### config.mk
export PLATFORM = sky130hd
export DESIGN_NAME = fifo_queue_with_remove_by_value
export DESIGN_NICKNAME = d
export VERILOG_FILES = /design/src/design/fqr_pkg.sv /design/src/design/fqr_ctrl.sv /design/src/design/fqr_datapath.sv /design/src/design/fifo_queue_with_remove_by_value.sv
export SDC_FILE = /design/constraint.sdc
export NUM_CORES = 1
export LEC_CHECK = 0
export ABC_AREA = 0
export ABC_CLOCK_PERIOD_IN_PS = 15300
export BUFFER_PORTS_ARGS = -buffer_cell sky130_fd_sc_hd__buf_4
export CORE_MARGIN = 1
export CORE_UTILIZATION = 50
export DETAILED_ROUTE_END_ITERATION = 7
export PLACE_DENSITY = 0.69
export SYNTH_ARGS = -nofsm -noshare
export SYNTH_HDL_FRONTEND = slang
export SYNTH_HIERARCHICAL = 1
export SYNTH_SLANG_ARGS = --single-unit
export TNS_END_PERCENT = 1
### constraint.sdc
create_clock -name clk -period 15.3 [get_ports clk]
set_clock_uncertainty 0.1 [all_clocks]
set_input_delay 2.295 -clock clk [delete_from_list [all_inputs] [get_ports clk]]
set_output_delay 2.295 -clock clk [all_outputs]
set_load 0.01 [all_outputs]
### src/design/fqr_pkg.sv
// ---------------------------------------------------------------------------
// fqr_pkg
// Shared types and constants for the queue with remove by value.
// ---------------------------------------------------------------------------
package fqr_pkg;

  localparam int DEPTH_DEF     = 16;
  localparam int WORD_BITS_DEF = 32;
  localparam int FIELD_BITS    = 32;
  localparam int OCC_BITS      = 5;

  typedef enum logic [1:0] {
    OP_ENQUEUE = 2'd0,
    OP_DEQUEUE = 2'd1,
    OP_REMOVE  = 2'd2,
    OP_CLEAR   = 2'd3
  } op_t;

  typedef struct packed {
    op_t                   operation;
    logic [FIELD_BITS-1:0] element;
  } in_item_t;

  typedef struct packed {
    logic [FIELD_BITS-1:0] result_value;
    logic                  success;
    logic [FIELD_BITS-1:0] head_value;
    logic [FIELD_BITS-1:0] tail_value;
    logic [OCC_BITS-1:0]   occupancy;
  } out_item_t;

  typedef enum logic [1:0] {
    ST_IDLE,
    ST_UPDATE,
    ST_REPORT
  } ctrl_state_t;

  typedef struct packed {
    logic load;
    logic update;
  } dp_cmd_t;

endpackage

### src/design/fqr_ctrl.sv
// ---------------------------------------------------------------------------
// fqr_ctrl
// Sequencer: takes a beat, runs the update step, then holds the result beat.
// ---------------------------------------------------------------------------
module fqr_ctrl (
  input  logic            clk,
  input  logic            rst_n,
  input  logic            in_valid,
  output logic            in_ready,
  output logic            out_valid,
  input  logic            out_ready,
  output fqr_pkg::dp_cmd_t cmd
);
  import fqr_pkg::*;

  ctrl_state_t state_r, state_nxt;

  always_ff @(posedge clk) begin
    if (!rst_n) begin
      state_r <= ST_IDLE;
    end else begin
      state_r <= state_nxt;
    end
  end

  always_comb begin
    state_nxt = state_r;
    unique case (state_r)
      ST_IDLE: begin
        if (in_valid) state_nxt = ST_UPDATE;
      end
      ST_UPDATE: begin
        state_nxt = ST_REPORT;
      end
      ST_REPORT: begin
        if (out_ready) state_nxt = ST_IDLE;
      end
      default: state_nxt = ST_IDLE;
    endcase
  end

  always_comb begin
    in_ready   = 1'b0;
    out_valid  = 1'b0;
    cmd.load   = 1'b0;
    cmd.update = 1'b0;
    unique case (state_r)
      ST_IDLE: begin
        in_ready = 1'b1;
        cmd.load = in_valid;
      end
      ST_UPDATE: begin
        cmd.update = 1'b1;
      end
      ST_REPORT: begin
        out_valid = 1'b1;
      end
      default: begin
        in_ready = 1'b0;
      end
    endcase
  end

endmodule

### src/design/fqr_datapath.sv
// ---------------------------------------------------------------------------
// fqr_datapath
// Row of entry cells with per-cell compare and gap-closing shift.
// ---------------------------------------------------------------------------
module fqr_datapath #(
  parameter int DEPTH     = fqr_pkg::DEPTH_DEF,
  parameter int WORD_BITS = fqr_pkg::WORD_BITS_DEF
) (
  input  logic              clk,
  input  logic              rst_n,
  input  fqr_pkg::dp_cmd_t  cmd,
  input  fqr_pkg::in_item_t in_data,
  output fqr_pkg::out_item_t out_data
);
  import fqr_pkg::*;

  localparam int CNT_W = $clog2(DEPTH + 1);
  localparam int IDX_W = $clog2(DEPTH);

  logic [WORD_BITS-1:0] cell_r   [DEPTH];
  logic [WORD_BITS-1:0] cell_nxt [DEPTH];
  logic [CNT_W-1:0]     count_r, count_nxt;
  op_t                  op_r;
  logic [WORD_BITS-1:0] elem_r;
  logic [DEPTH-1:0]     match_r, match_nxt;
  logic [WORD_BITS-1:0] result_r, result_nxt;
  logic                 success_r, success_nxt;

  logic [WORD_BITS+FIELD_BITS-1:0] elem_wide;
  logic [WORD_BITS-1:0]            elem_w;
  logic [DEPTH-1:0]                prefix;
  logic                            hit;
  logic                            not_empty;
  logic                            not_full;
  logic [CNT_W-1:0]                last_pos;
  logic [WORD_BITS-1:0]            head_w, tail_w;
  logic [WORD_BITS+FIELD_BITS-1:0] result_wide, head_wide, tail_wide;
  logic [CNT_W+OCC_BITS-1:0]       occ_wide;

  assign elem_wide = {{WORD_BITS{1'b0}}, in_data.element};
  assign elem_w    = elem_wide[WORD_BITS-1:0];
  assign not_empty = (count_r != '0);
  assign not_full  = (count_r < CNT_W'(DEPTH));

  // compare against the incoming value while the beat is taken
  always_comb begin
    for (int i = 0; i < DEPTH; i++) begin
      match_nxt[i] = (cell_r[i] == elem_w) && (CNT_W'(i) < count_r);
    end
  end

  // cells at or after the first match move toward the head
  always_comb begin
    for (int i = 0; i < DEPTH; i++) begin
      prefix[i] = |(match_r & ({DEPTH{1'b1}} >> (DEPTH - 1 - i)));
    end
  end
  assign hit = |match_r;

  always_comb begin
    for (int i = 0; i < DEPTH; i++) begin
      cell_nxt[i] = cell_r[i];
    end
    count_nxt   = count_r;
    result_nxt  = '0;
    success_nxt = 1'b0;
    unique case (op_r)
      OP_ENQUEUE: begin
        if (not_full) begin
          for (int i = 0; i < DEPTH; i++) begin
            if (CNT_W'(i) == count_r) cell_nxt[i] = elem_r;
          end
          count_nxt   = count_r + CNT_W'(1);
          success_nxt = 1'b1;
        end
      end
      OP_DEQUEUE: begin
        if (not_empty) begin
          for (int i = 0; i < DEPTH - 1; i++) begin
            cell_nxt[i] = cell_r[i+1];
          end
          count_nxt   = count_r - CNT_W'(1);
          result_nxt  = cell_r[0];
          success_nxt = 1'b1;
        end
      end
      OP_REMOVE: begin
        if (hit) begin
          for (int i = 0; i < DEPTH - 1; i++) begin
            if (prefix[i]) cell_nxt[i] = cell_r[i+1];
          end
          count_nxt   = count_r - CNT_W'(1);
          result_nxt  = elem_r;
          success_nxt = 1'b1;
        end
      end
      OP_CLEAR: begin
        count_nxt   = '0;
        success_nxt = 1'b1;
      end
      default: begin
        count_nxt = count_r;
      end
    endcase
  end

  always_ff @(posedge clk) begin
    if (!rst_n) begin
      count_r <= '0;
    end else if (cmd.update) begin
      count_r <= count_nxt;
    end
  end

  always_ff @(posedge clk) begin
    if (cmd.load) begin
      op_r    <= in_data.operation;
      elem_r  <= elem_w;
      match_r <= match_nxt;
    end
    if (cmd.update) begin
      for (int i = 0; i < DEPTH; i++) begin
        cell_r[i] <= cell_nxt[i];
      end
      result_r  <= result_nxt;
      success_r <= success_nxt;
    end
  end

  assign last_pos = count_r - CNT_W'(1);
  assign head_w   = not_empty ? cell_r[0] : '0;
  assign tail_w   = not_empty ? cell_r[last_pos[IDX_W-1:0]] : '0;

  assign result_wide = {{FIELD_BITS{1'b0}}, result_r};
  assign head_wide   = {{FIELD_BITS{1'b0}}, head_w};
  assign tail_wide   = {{FIELD_BITS{1'b0}}, tail_w};
  assign occ_wide    = {{OCC_BITS{1'b0}}, count_r};

  assign out_data.result_value = result_wide[FIELD_BITS-1:0];
  assign out_data.success      = success_r;
  assign out_data.head_value   = head_wide[FIELD_BITS-1:0];
  assign out_data.tail_value   = tail_wide[FIELD_BITS-1:0];
  assign out_data.occupancy    = occ_wide[OCC_BITS-1:0];

endmodule

### src/design/fifo_queue_with_remove_by_value.sv
// ---------------------------------------------------------------------------
// fifo_queue_with_remove_by_value
// Order-keeping queue with enqueue, dequeue, remove-first-equal and clear.
// ---------------------------------------------------------------------------
// result beat: presented in the report state, which follows the update state
//   after the input beat is taken; a new beat is taken only when idle, once
//   the last result beat is accepted; all cells compare at take, shift on update
// reset: synchronous active-low rst_n empties the queue; cell contents
//   are not cleared, they are only read below the occupancy
module fifo_queue_with_remove_by_value #(
  parameter int DEPTH     = fqr_pkg::DEPTH_DEF,
  parameter int WORD_BITS = fqr_pkg::WORD_BITS_DEF
) (
  input  logic               clk,
  input  logic               rst_n,
  input  logic               in_valid,
  output logic               in_ready,
  input  fqr_pkg::in_item_t  in_data,
  output logic               out_valid,
  input  logic               out_ready,
  output fqr_pkg::out_item_t out_data
);
  import fqr_pkg::*;

  dp_cmd_t cmd;

  fqr_ctrl u_ctrl (
    .clk       (clk),
    .rst_n     (rst_n),
    .in_valid  (in_valid),
    .in_ready  (in_ready),
    .out_valid (out_valid),
    .out_ready (out_ready),
    .cmd       (cmd)
  );

  fqr_datapath #(
    .DEPTH     (DEPTH),
    .WORD_BITS (WORD_BITS)
  ) u_datapath (
    .clk      (clk),
    .rst_n    (rst_n),
    .cmd      (cmd),
    .in_data  (in_data),
    .out_data (out_data)
  );

endmodule

# Word-level counts from Yosys, hierarchy flattened
# Memories as Yosys holds them, arrays and structs flattened.
# Cells that the tools add are included.
# W data, S select, Z words.
[totals]
ff_bits = 90
mem_bits_rw = 512
in_bits = 38
elab_cells = 162
n_memories = 1
[op_classes]
add_sub_neg = 2
n_lt_le_gt_ge = 17
eq_ne = 41
mux = 57
n_reduce_logical = 37
[mem_list]
columns = ["name", "depth", "word_bits", "rd", "rd_ports_with_merged_regs", "wr", "line", "source"]
rows = [
  ["u_datapath.cell_r", 16, 32, 17, 0, 16, "fqr_datapath.sv:20", "logic [WORD_BITS-1:0] cell_r [DEPTH];"],
]
[op_table]
columns = ["cell", "n"]
rows = [
  ["$pmux W480 S3", 1],
  ["$mux W32", 35],
  ["$mux W480", 2],
  ["$eq A32 B32 Y1", 16],
  ["$mux W512", 1],
  ["$pmux W32 S2", 1],
  ["$eq A4 B5 Y1 const A", 8],
  ["$lt A4 B5 Y1 const A", 8],
  ["$eq A3 B5 Y1 const A", 4],
  ["$lt A3 B5 Y1 const A", 4],
  ["$pmux W5 S4", 1],
  ["$logic_and A1 B1 Y1", 16],
  ["$reduce_or A16 Y1", 1],
  ["$mux W5", 3],
  ["$reduce_or A15 Y1", 1],
  ["$reduce_or A14 Y1", 1],
  ["$reduce_or A13 Y1", 1],
  ["$reduce_or A12 Y1", 1],
  ["$reduce_or A11 Y1", 1],
  ["$eq A2 B5 Y1 const A", 2],
  ["$lt A1 B5 Y1 const A", 2],
  ["$lt A2 B5 Y1 const A", 2],
  ["$reduce_or A10 Y1", 1],
  ["$mux W1", 9],
  ["other kinds (24)", 32],
]

# Depth between registers and ports, before layout
[depth]
ltp_word = 4
ltp_mapped = 11

# Cells and area by module
# The synthesis kept the hierarchy.
[by_module_without_submodules]
columns = ["mod", "instances", "cells_each", "area_per_inst_um2", "seq_area_each_um2"]
rows = [
  ["fqr_datapath", 1, 2483, 33584.7, 17967.2],
  ["fqr_ctrl", 1, 9, 92.6, 40.0],
]

# Worst setup path after synthesis
# No wires, ideal clock.
[synth_timing]
path_kind = "flip-flop to flip-flop"
start = "register u_ctrl.state_r[0]"
end = "memory u_datapath/cell_r[7][0] (netlist name) (enable)"
setup_ns = 0.474
arrival_time_ns = 4.744
required_ns = 14.726
setup_slack_ns = 9.982
stages_incl_launch_ff = 7
path_buffers = 1
synth_period_minus_slack_ns = 5.318
cell_sequence = "dfxtp_1 > nor2b_2 > o21ai_1 > a21oi_1 > nand2b_1 > buf_2 > a221oi_1"
[synth_rtl]
columns = ["item", "line", "source"]
rows = [
  ["start, declared", "fqr_ctrl.sv:16", "ctrl_state_t state_r, state_nxt;"],
  ["start signal, assigned", "fqr_ctrl.sv:22", "state_r <= state_nxt;"],
  ["end, declared", "fqr_datapath.sv:20", ""],
]

==> flow_metrics.env <==
export IMPL_cts_buffers=69
export IMPL_grt_pass1_vias=22400
export IMPL_power_leakage_nw=15.1
export IMPL_ys_async_sr_fraction=0
export IMPL_netlist_area_leader_share=0.531
export IMPL_cts_repair_resized=0
export IMPL_status="complete, no violations"
export IMPL_dr_pass1_iters=5
export IMPL_clk_latency_ns=0.63
export IMPL_synth_nets=2538
export IMPL_fillers=5415
export IMPL_min_path_type="flop to flop"
export IMPL_fmax_mhz=137
export IMPL_rrSetupSlack_ns=10.53
export IMPL_yosys_area_top_type="edfxtp_1"
export IMPL_max_slew_margin_rel=0.168
export IMPL_cts_sinks=602
export IMPL_hold_end="u_datapath/cell_r[15][11]"
export IMPL_start_util=0.509
export IMPL_finalSetupTns_ns=0
export IMPL_rsz0062_at_grt="false"
export IMPL_crit_start="u_datapath/count_r[0]"
export IMPL_r2r_end="u_datapath/match_r[10]"
export IMPL_ys_ff_latch=602
export IMPL_post_route_period_util=0.476
export IMPL_final_cell_mix="edfxtp_1, a21o_1, xor2_1"
export IMPL_drtIter0Drc=3499
export IMPL_synthFlopType="edfxtp_1"
export IMPL_grt_pass1_wl_um=178000
export IMPL_post_cts_buffers=0
export IMPL_final_net_count=2541
export IMPL_cp_max_fo=47
export IMPL_yosys_warnings=6
export IMPL_synth_area_top_cells="edfxtp_1, a21o_1, xor2_1"
export IMPL_drc=0
export IMPL_syn_avg_cell_area_um2=13.5
export IMPL_core_mm2=0.0662
export IMPL_drt_wl_total_um=130000
export IMPL_grt_ovfl_total=0
export IMPL_placed_area_mm2=0.0353
export IMPL_place_gp_congestion=1.02
export IMPL_power_density_mw_per_mm2=122
export IMPL_grt_usage=0.381
export IMPL_antenna_found_initial=4
export IMPL_cp_start_kind="flop"
export IMPL_grt_max_degree=183
export IMPL_ios=142
export IMPL_fin_util=0.566
export IMPL_die_area_mm2=0.0684
export IMPL_dp_hpwl_um=96700
export IMPL_final_setup_viol_count=0
export IMPL_hold_viol=0
export IMPL_fin_area_mm2=0.0375
export IMPL_required_ns=12.90
export IMPL_rr_startpoint="u_datapath/count_r[0]"
export IMPL_core_rowCount=94
export IMPL_hold_worst_slack_ns=0.367
export IMPL_worstMarginPinSlew_ns=1.24
export IMPL_ctsRootBufferMaster="clkbuf_16"
export IMPL_viasPerCell=6.93
export IMPL_synth_seq_area_share=0.535
export IMPL_synth_area_mm2=0.0337
export IMPL_syn_to_final_growth_pct=11.2
export IMPL_finalPower_w=0.00457
export IMPL_arrival_ns=4.89
export IMPL_finalCriticalPeriod_ns=7.28
export IMPL_endpoint_kind="output port"
export IMPL_fp_dieH_um=262
export IMPL_port_buffers=141
export IMPL_hp_start="u_datapath/elem_r[11]"
export IMPL_peakVddDrop_v=0.0000788
export IMPL_worstHoldPathCells=0
export IMPL_synthCells=2492
export IMPL_reg2regPathDepth=6
export IMPL_ys_types=57
export IMPL_synth_edff_count=595
export IMPL_antenna_left=0
export IMPL_die_x_um=262
export IMPL_critical_path_class="flop to output port"
export IMPL_hold_buffers=0
export IMPL_clk_pin_slew_worst_paths_ns=0.06
export IMPL_maxCapViolCount=0
export IMPL_slew_viol_final=0
export IMPL_vias=23700
export IMPL_cts_tree="done"
export IMPL_post_drt_wl_per_cell_um=38.2
export IMPL_cts_buffer_depth=3
export IMPL_htree_levels=3
export IMPL_layout_commonest_cell="edfxtp_1"
export IMPL_final_layout_size_suffix_gt1_frac=0.172
[critical path, cell delays in order, from the launching register on]
cell	delay, ns
dfxtp_4	0.47
buf_4	0.66
buf_4	0.91
buf_4	0.80
mux4_2	0.60
mux2i_1	0.28
o22ai_1	0.17
buf_4	0.19
[through the flow]
| step | setup slack, ns | cells |
|---|---|---|
| floorplan | 9.98 | 2492 |
| global placement | 8.70 | 3288 |
| detailed placement | 8.62 | 3288 |
| CTS | 7.98 | 3412 |
| global route | 7.73 | 3412 |
| finish | 8.02 | 3413 |
[per-layer routing]
layer | share of wire | vias to the layer above | global-route usage
li1 | - | 9467 | -
met1 | 0.39 | 12200 | 0.527
met2 | 0.42 | 1668 | 0.539
met3 | 0.11 | 275 | 0.0895
met4 | 0.073 | 2 | 0.241
met5 | 0.000054 | - | 0
[final cells by class]
cell class                      count  area, um^2  area share
Antenna cell                        1        2.50   0.0000668
Clock buffer                       80        1810      0.0483
Clock inverter                     44         372     0.00992
Inverter                           17        63.8     0.00170
Multi-Input combinational cell   1624       14700       0.394
Sequential cell                   602       18000       0.481
Tap cell                          864        1080      0.0289
Timing Repair Buffer              181        1370      0.0366
[how the worst max path moves through the flow]
| stage | slack [ns] | end |
|---|---|---|
| 2_1_floorplan | 9.98 | u_datapath/cell_r[7][0] |
| 3_3_place_gp | 8.70 | out_data[30] |
| 3_5_place_dp | 8.62 | out_data[30] |
| 4_1_cts | 7.98 | out_data[30] |
| 5_1_grt | 7.73 | out_data[30] |
| 6_report | 8.02 | out_data[16] |
[kinds of logic (layout without fill, tap and decap cells)]
logic type | count (synthesis) | after routing | synth area share
AO/OA/AOI/OAI | 612 | 612 | 0.135
buffers and inverters | 266 | 322 | 0.0353
other | 0 | 1 | 0
AND/OR/NAND/NOR | 302 | 302 | 0.0541
adder cells (fa/ha/maj) | 8 | 8 | 0.00297
flip-flops | 602 | 602 | 0.535
XOR/XNOR | 510 | 510 | 0.133
multiplexers | 192 | 192 | 0.105
[flip-flops by register name, indices dropped and copies added, names as in the netlist]
register              count
u_datapath/op_r           2
u_datapath/result_r      32
u_datapath/success_r      1
u_datapath/count_r        5
u_ctrl/state_r            2
u_datapath/match_r       16
u_datapath/cell_r       512
u_datapath/elem_r        32
[cell usage after synthesis (3+ instances only)]
master     count
edfxtp_1     595
a21o_1       483
xor2_1       372
clkbuf_1     163
xnor2_1      137
mux4_2       128
nor4_1        94
and2_1        66
mux2i_1       64
nand4_1       50
buf_2         48
o22ai_1       34
a22o_1        32
nor3_1        23
buf_1         19
nand3_1       19
a21oi_1       16
buf_6         16
inv_1         16
nand2_1       15
nor2_1        13
o21ai_0       10
a2111oi_0      8
a211oi_1       8
ha_1           8
a221oi_1       7
dfxtp_1        7
and3_1         4
buf_4          3
nor2b_1        3
[power by group]
| part | total, W | switching [W] | internal, W | leakage (nW) |
|---|---|---|---|---|
| registers | 0.00201 | 0.0000756 | 0.00193 | 5.55 |
| clock network | 0.00165 | 0.000701 | 0.000949 | 1.07 |
| logic | 0.000912 | 0.000565 | 0.000347 | 8.46 |
| total | 0.00457 | 0.00134 | 0.00323 | 15.1 |
Note: power is estimated with default switching activity, not from simulation.
